[src/hdl/fpf_pkg.sv]
// ---------------------------------------------------------------------------
// fpf_pkg: shared types and constants for the pixel fill block
// Field widths, operation codes and the beat types of the request and
// response channels, plus the command groups between the internal units.
// ---------------------------------------------------------------------------
`default_nettype none

package fpf_pkg;

   // fixed field widths
   localparam int CfgW    = 7;
   localparam int CoordW  = 6;
   localparam int ColorW  = 24;
   localparam int ByteW   = 8;
   localparam int CsrIdxW = 1;
   localparam int LaneW   = 2;
   // compare width for canvas registers against size limits up to 1024
   localparam int CmpW    = 11;
   // padded row stride of a canvas of up to 127 pixels
   localparam int StrideW = 9;
   // stride * row + 3 * col before fitting to the address width
   localparam int CalcW   = 17;

   localparam int DefMaxWidth  = 64;
   localparam int DefMaxHeight = 64;

   localparam logic [CfgW-1:0] CanvasReset = 7'd64;

   // configuration register indexes
   localparam logic [CsrIdxW-1:0] CSR_CANVAS_WIDTH  = 1'b0;
   localparam logic [CsrIdxW-1:0] CSR_CANVAS_HEIGHT = 1'b1;

   typedef enum logic [1:0] {
      MODE_READ  = 2'd0,
      MODE_WRITE = 2'd1,
      MODE_FILL  = 2'd2,
      MODE_NOP   = 2'd3
   } mode_type;

   typedef enum logic [1:0] {
      STATUS_OK      = 2'd0,
      STATUS_X_RANGE = 2'd1,
      STATUS_Y_RANGE = 2'd2
   } status_type;

   typedef struct packed {
      mode_type           mode;
      logic [CoordW-1:0]  x;
      logic [CoordW-1:0]  y;
      logic [CfgW-1:0]    rect_width;
      logic [CfgW-1:0]    rect_height;
      logic [ColorW-1:0]  color;
   } fpf_req_type;

   typedef struct packed {
      logic [ColorW-1:0]  read_color;
      status_type         status;
   } fpf_rsp_type;

   // address unit command: load a pixel base or step one byte
   typedef struct packed {
      logic               load;
      logic               inc;
      logic [CfgW-1:0]    col;
      logic [CfgW-1:0]    row;
      logic [StrideW-1:0] stride;
   } fpf_addr_cmd_type;

   // byte store command, the address travels beside it
   typedef struct packed {
      logic               we;
      logic [ByteW-1:0]   wdata;
   } fpf_mem_cmd_type;

endpackage

`default_nettype wire

[src/hdl/fpf_addr.sv]
// ---------------------------------------------------------------------------
// fpf_addr: shared byte address unit
// Loads stride * row + 3 * col for a pixel's first byte, or steps the
// held address by one byte; used by reads, writes, fills and the clear.
// ---------------------------------------------------------------------------
`default_nettype none

module fpf_addr
   import fpf_pkg::*;
#(
   parameter int AddrW = 14
) (
   input  logic              clock,
   input  fpf_addr_cmd_type  cmd,
   output logic [AddrW-1:0]  addr
);

   localparam int SumW = (AddrW > CalcW) ? AddrW : CalcW;

   logic [CalcW-1:0] prod;
   logic [SumW-1:0]  base;
   logic [AddrW-1:0] addr_ff;
   logic [AddrW-1:0] addr_in;

   // row offset from the bottom of the store plus three bytes per column
   always_comb begin
      prod = CalcW'(cmd.stride) * CalcW'(cmd.row);
      base = SumW'(prod) + SumW'({cmd.col, 1'b0}) + SumW'(cmd.col);
   end

   // load, step or hold
   always_comb begin
      if (cmd.load) begin
         addr_in = base[AddrW-1:0];
      end else if (cmd.inc) begin
         addr_in = addr_ff + AddrW'(1);
      end else begin
         addr_in = addr_ff;
      end
   end

   always_ff @(posedge clock) begin
      addr_ff <= addr_in;
   end

   assign addr = addr_ff;

endmodule

`default_nettype wire

[config.mk]
export PLATFORM = sky130hd
export DESIGN_NAME = fpf_addr
export DESIGN_NICKNAME = d
export VERILOG_FILES = /design/src/hdl/fpf_pkg.sv /design/src/hdl/fpf_addr.sv
export SDC_FILE = /design/constraint.sdc
export NUM_CORES = 1
export LEC_CHECK = 0
export ABC_AREA = 1
export BUFFER_PORTS_ARGS = -buffer_cell sky130_fd_sc_hd__buf_4
export CAP_MARGIN = 25
export CORE_MARGIN = 2
export CORE_UTILIZATION = 40
export CTS_BUF_LIST = sky130_fd_sc_hd__clkbuf_8
export DETAILED_ROUTE_END_ITERATION = 8
export PLACE_DENSITY = 0.61
export SYNTH_ARGS = -nofsm -noshare
export SYNTH_HDL_FRONTEND = slang
export SYNTH_SLANG_ARGS = --single-unit
[constraint.sdc]
create_clock -name clock -period 13.6 [get_ports clock]
set_input_delay 2.72 -clock clock [delete_from_list [all_inputs] [get_ports clock]]
set_output_delay 2.72 -clock clock [all_outputs]
set_load 0.005 [all_outputs]
# After elaboration in Yosys (flattened, before gate mapping)
# Cells that the tools add are included.
# W data, S select, Z words.
# totals
ff_bits	14
wordCells	8
in_bits	26
out_inout_bits	14
# classes
multipliers	1
muxes	2
add_sub_neg	3
n_reduce_logical	1
# ops
op	count
$mux W14	2
$add A14 B1 Y14 const B	1
$add A14 B7 Y14	1
$add A14 B8 Y14	1
$mul A9 B7 Y14	1
$reduce_bool A2 Y1	1

# Logic depth before layout (Yosys ltp)
# depth
depth_word	4
ltp_mapped	22
depth_no_buf	21

# Worst setup path before layout
# OpenSTA, ideal clock, no wires.
# synth_path
path_type	input-to-reg
startpoint	in cmd[15] in the netlist's numbering
endpoint	reg addr_ff[12], in the netlist addr[12] (data pin)
arrival_time_ns	6.148
slack_ns	7.199
path_buffers	1
stages	17
required_time_ns	13.346
setup_ns	0.254
path_cell_list	buf_2 nand2_1 inv_1 fa_1 inv_1 fa_1 inv_1 fa_1 inv_1 fa_1 inv_1 ha_1 a21o_1 a21boi_0 nand4_1 nand3_1 nand2_1
# synth_via
elab_chain_len	4
# synth_lines
item	line	rtl
start, declared	fpf_addr.sv:14	input fpf_addr_cmd_type cmd,
$mul A9 B7 Y14	fpf_addr.sv:27	prod = CalcW'(cmd.stride) * CalcW'(cmd.row);
$add A14 B8 Y14	fpf_addr.sv:28	base = SumW'(prod) + SumW'({cmd.col, 1'b0}) + SumW'(cmd.col);
$add A14 B7 Y14	fpf_addr.sv:28	
$mux W14	fpf_addr.sv:33	if (cmd.load) begin
net addr_in[12]	fpf_addr.sv:23	logic [AddrW-1:0] addr_in;
end signal, assigned	fpf_addr.sv:43	addr_ff <= addr_in;
end, declared	fpf_addr.sv:22	logic [AddrW-1:0] addr_ff;
# The timed path passes the listed nets, and every way through them passes these cells.
# A chain may end at the register's enable or synchronous reset.

# Worst setup path after layout
# layout_path
startpoint	in cmd[3] in the netlist's numbering
endpoint	reg addr_ff[12], in the netlist addr[12] (data pin)
# Same word-level chain as after synthesis.

==> parameters.txt <==
Parameter                              Value

Yosys
  Sequential cell area fraction in the yosys report    12.7%
  Top area cells in the synthesized netlist    fa_1 29%, inv_1 15%, nand2_1 15%
  Nets in the synthesized netlist    569
  Cell taking the most area after synthesis    fa_1
  Yosys Warn Count    0
  Cell count after synthesis    466
  Mean instance size in the synthesized netlist    7.11 um2
  Synth top area share    29.0%
  Post-synthesis cell area    3310 um2
  Synth cell types    29
  Yosys reg bits    14

Layout
  Filler instances    830
  Multi-input gate area in the final layout    2330 um2
  Flip-flop count of the largest register after layout    14
  Area taken by flip-flops and latches    420 um2
  Net count reported at finish    602
  Share of layout cells above drive strength 1    10.8%
  Number of antenna cells inserted    0
  Post-synthesis to final-layout area growth    12.7%

Floorplan
  Placeable core region    8130 um2
  Horizontal die dimension    95.0 um
  Starting density of the core    40.7%
  Height of the chip    95.0 um
  Area enclosed by the die boundary    9020 um2
  Number of placement rows    33
  Ports placed on the boundary    40

Setup path
  Crit path launch type    input port
  WP buf/inv    6
  Critical path start-end classification    in2reg
  WP data required    13.61 ns
  Startpoint of the lowest-slack register-to-register path    addr[0]$_DFFE_PP_
  Critical path launch point    cmd[3]
  Critical-path top delay cell    fa_1
  Arrival time reported for the critical path endpoint    6.43 ns
  Crit path top cell by count    inv_1
  Series of cell instances along the critical path    buf_4 > nand2_1 > inv_1 > fa_1 > inv_1 > fa_1 > inv_1 > fa_1 > inv_1 > fa_1 > inv_1 > ha_1 > nand2_1 > nor2_1 > nand3_1 > nand3_1 > nand2_1 > nand3_1 > nand2_1
  Worst path max stage delay    0.55 ns
  Crit-path leading delay family    adder cells
  Maximum fanout count along the critical path    7
  CP Capture Type    flop

Timing
  Slew Viols, Final    0
  Sum Neg Setup Slack    0 ns
  Hold Worst Slack    0.647 ns
  Peak clock frequency supported by timing    156 MHz
  Post-route worst setup slack    7.18 ns
  Final worst-path cycle share    47.2%
  Max-slew headroom at the worst pin    72.4%
  Count of final hold-check violations    0
  Worst clock skew on the final layout    0.00253 ns
  Pin slew with the least headroom to its limit    0.413 ns
  Final Critical Period    6.42 ns
  Unrepaired setup endpoints after global routing    false
  Endpoints failing setup    0

Global route
  Total overflow reported by the global router    0
  Pin count of the biggest net entering global routing    18
  First-pass GRT wire length    12.9 mm
  Vias in the first global route    2933
  Global Route Usage Sum    17.9%
  Antenna violations before repair    0

Hold path
  Hold Path Origin    addr[3]$_DFFE_PP_
  Class of the tightest hold or removal check    reg2reg

Placement
  Placer Congestion    0.977
  Detail Placement HPWL    6.05 mm
  Setup WS pre-CTS    6.92 ns
  Port buffer count    39

Clock tree
  Clock edge transition at the registers on the reported setup and hold paths    0.06 ns
  # clock sinks    14
  Cts repair resizes    0
  Total setup buffers inserted after CTS    0
  Clock buffer count from CTS    3
  Root Buffer    clkbuf_8
  Max Root-Sink Buffers    2
  TritonCTS clock tree    built
  Clock network latency to the later pin of the worst-skew pair    0.25 ns
  CTS Hold Buffers Added    0
  Level count of the clock H-tree    1

Job
  Number of max-capacitance violations reported    0

Run status
  Outcome    completed

Route
  DR DRC count    0
  Via count    2818
  Detail-routed net length per standard cell    11.6 um
  Number of DRC markers after the initial detailed-route iteration    122
  Count of nets left with antenna violations after detail routing    0
  Detailed-route wire length    6.97 mm
  Detailed Routing Iterations Pass 1    4
  Via density per instance    4.67

Power and ir drop
  Final total power    0.570 mW
  Power per standard cell area    153 nW/um2
  Static leakage    2.29 nW
  IR Drop Worst-Case VDD    0.0692 mV
==> area by class of cell <==
type,count,share of cell area [%]
Sequential cell,14,11.3
Timing Repair Buffer,39,7.84
Inverter,137,13.8
Clock buffer,3,1.11
Multi-Input combinational cell,304,62.4
Clock inverter,1,0.101
Tap cell,105,3.52
==> logic make-up (layout without fill, tap and decap cells) <==
| group | Yosys count | after routing | share of synthesized area (%) |
|---|---|---|---|
| fa+ha+maj | 77 | 77 | 40.0 |
| compound gates | 30 | 30 | 4.99 |
| simple gates | 192 | 192 | 24.1 |
| buf+inv | 148 | 180 | 17.0 |
| xor+xnor | 5 | 5 | 1.32 |
| flops | 14 | 14 | 12.7 |
==> Yosys cell counts (all sizes together) <==
cell type,count
a21boi,1
a21o,2
a21oi,10
buf,5
clkbuf,6
edfxtp,14
fa,48
ha,29
inv,137
nand2,133
nand3,19
nand3b,1
nand4,2
nor2,30
nor3,6
o21ai,15
o22ai,1
o31ai,1
or2,1
xnor2,2
xor2,3
==> placed cells by master, fill, tap and decap left out, drive strengths merged <==
master and count:
or2 1, a21oi 10, fa 48, ha 29
nand2 133, nor3 6, nand3b 1, clkinv 1
nor2 30, nand3 19, a21boi 1, xnor2 2
a21o 2, clkbuf 3, nand4 2, edfxtp 14
o22ai 1, xor2 3, inv 137, o21ai 15
buf 39, o31ai 1
==> power breakdown <==
group,internal (mW),switching (mW)
registers,0.0772,0.0204
logic,0.174,0.262
clock network,0.0200,0.0164
total,0.271,0.299
==> metrics by stage <==
stage | cell area (um2) | utilization [%] | std cells
5_1_grt | 3730 | 45.9 | 603
3_5_place_dp | 3690 | 45.3 | 599
6_report | 3730 | 45.9 | 603
2_1_floorplan | 3310 | - | 466
3_3_place_gp | 3690 | 45.3 | 599
4_1_cts | 3730 | 45.9 | 603
==> per-layer routing <==
| layer | global-route usage, % | routed length (um) | vias up |
|---|---|---|---|
| li1 | - | - | 1422 |
| met4 | 3.26 | 102 | 0 |
| met5 | 0 | 0 | - |
| met3 | 1.44 | 273 | 10 |
| met1 | 24.2 | 3160 | 1329 |
| met2 | 31.6 | 3440 | 57 |
==> worst min-delay path: stages (launching register included) <==
cell	delay, ns
edfxtp_1	0.39
o21ai_0	0.10
nand2_1	0.05
==> path summary, 6_finish.rpt <==
path                        end  slack (ns)  cells past startpoint
max          addr[12]$_DFFE_PP_        7.18                     19
min           addr[3]$_DFFE_PP_        0.65                      2
max reg2reg  addr[10]$_DFFE_PP_       12.00                      8
min reg2reg   addr[3]$_DFFE_PP_        0.65                      2
No activity file was read; power rests on OpenSTA's default activity.
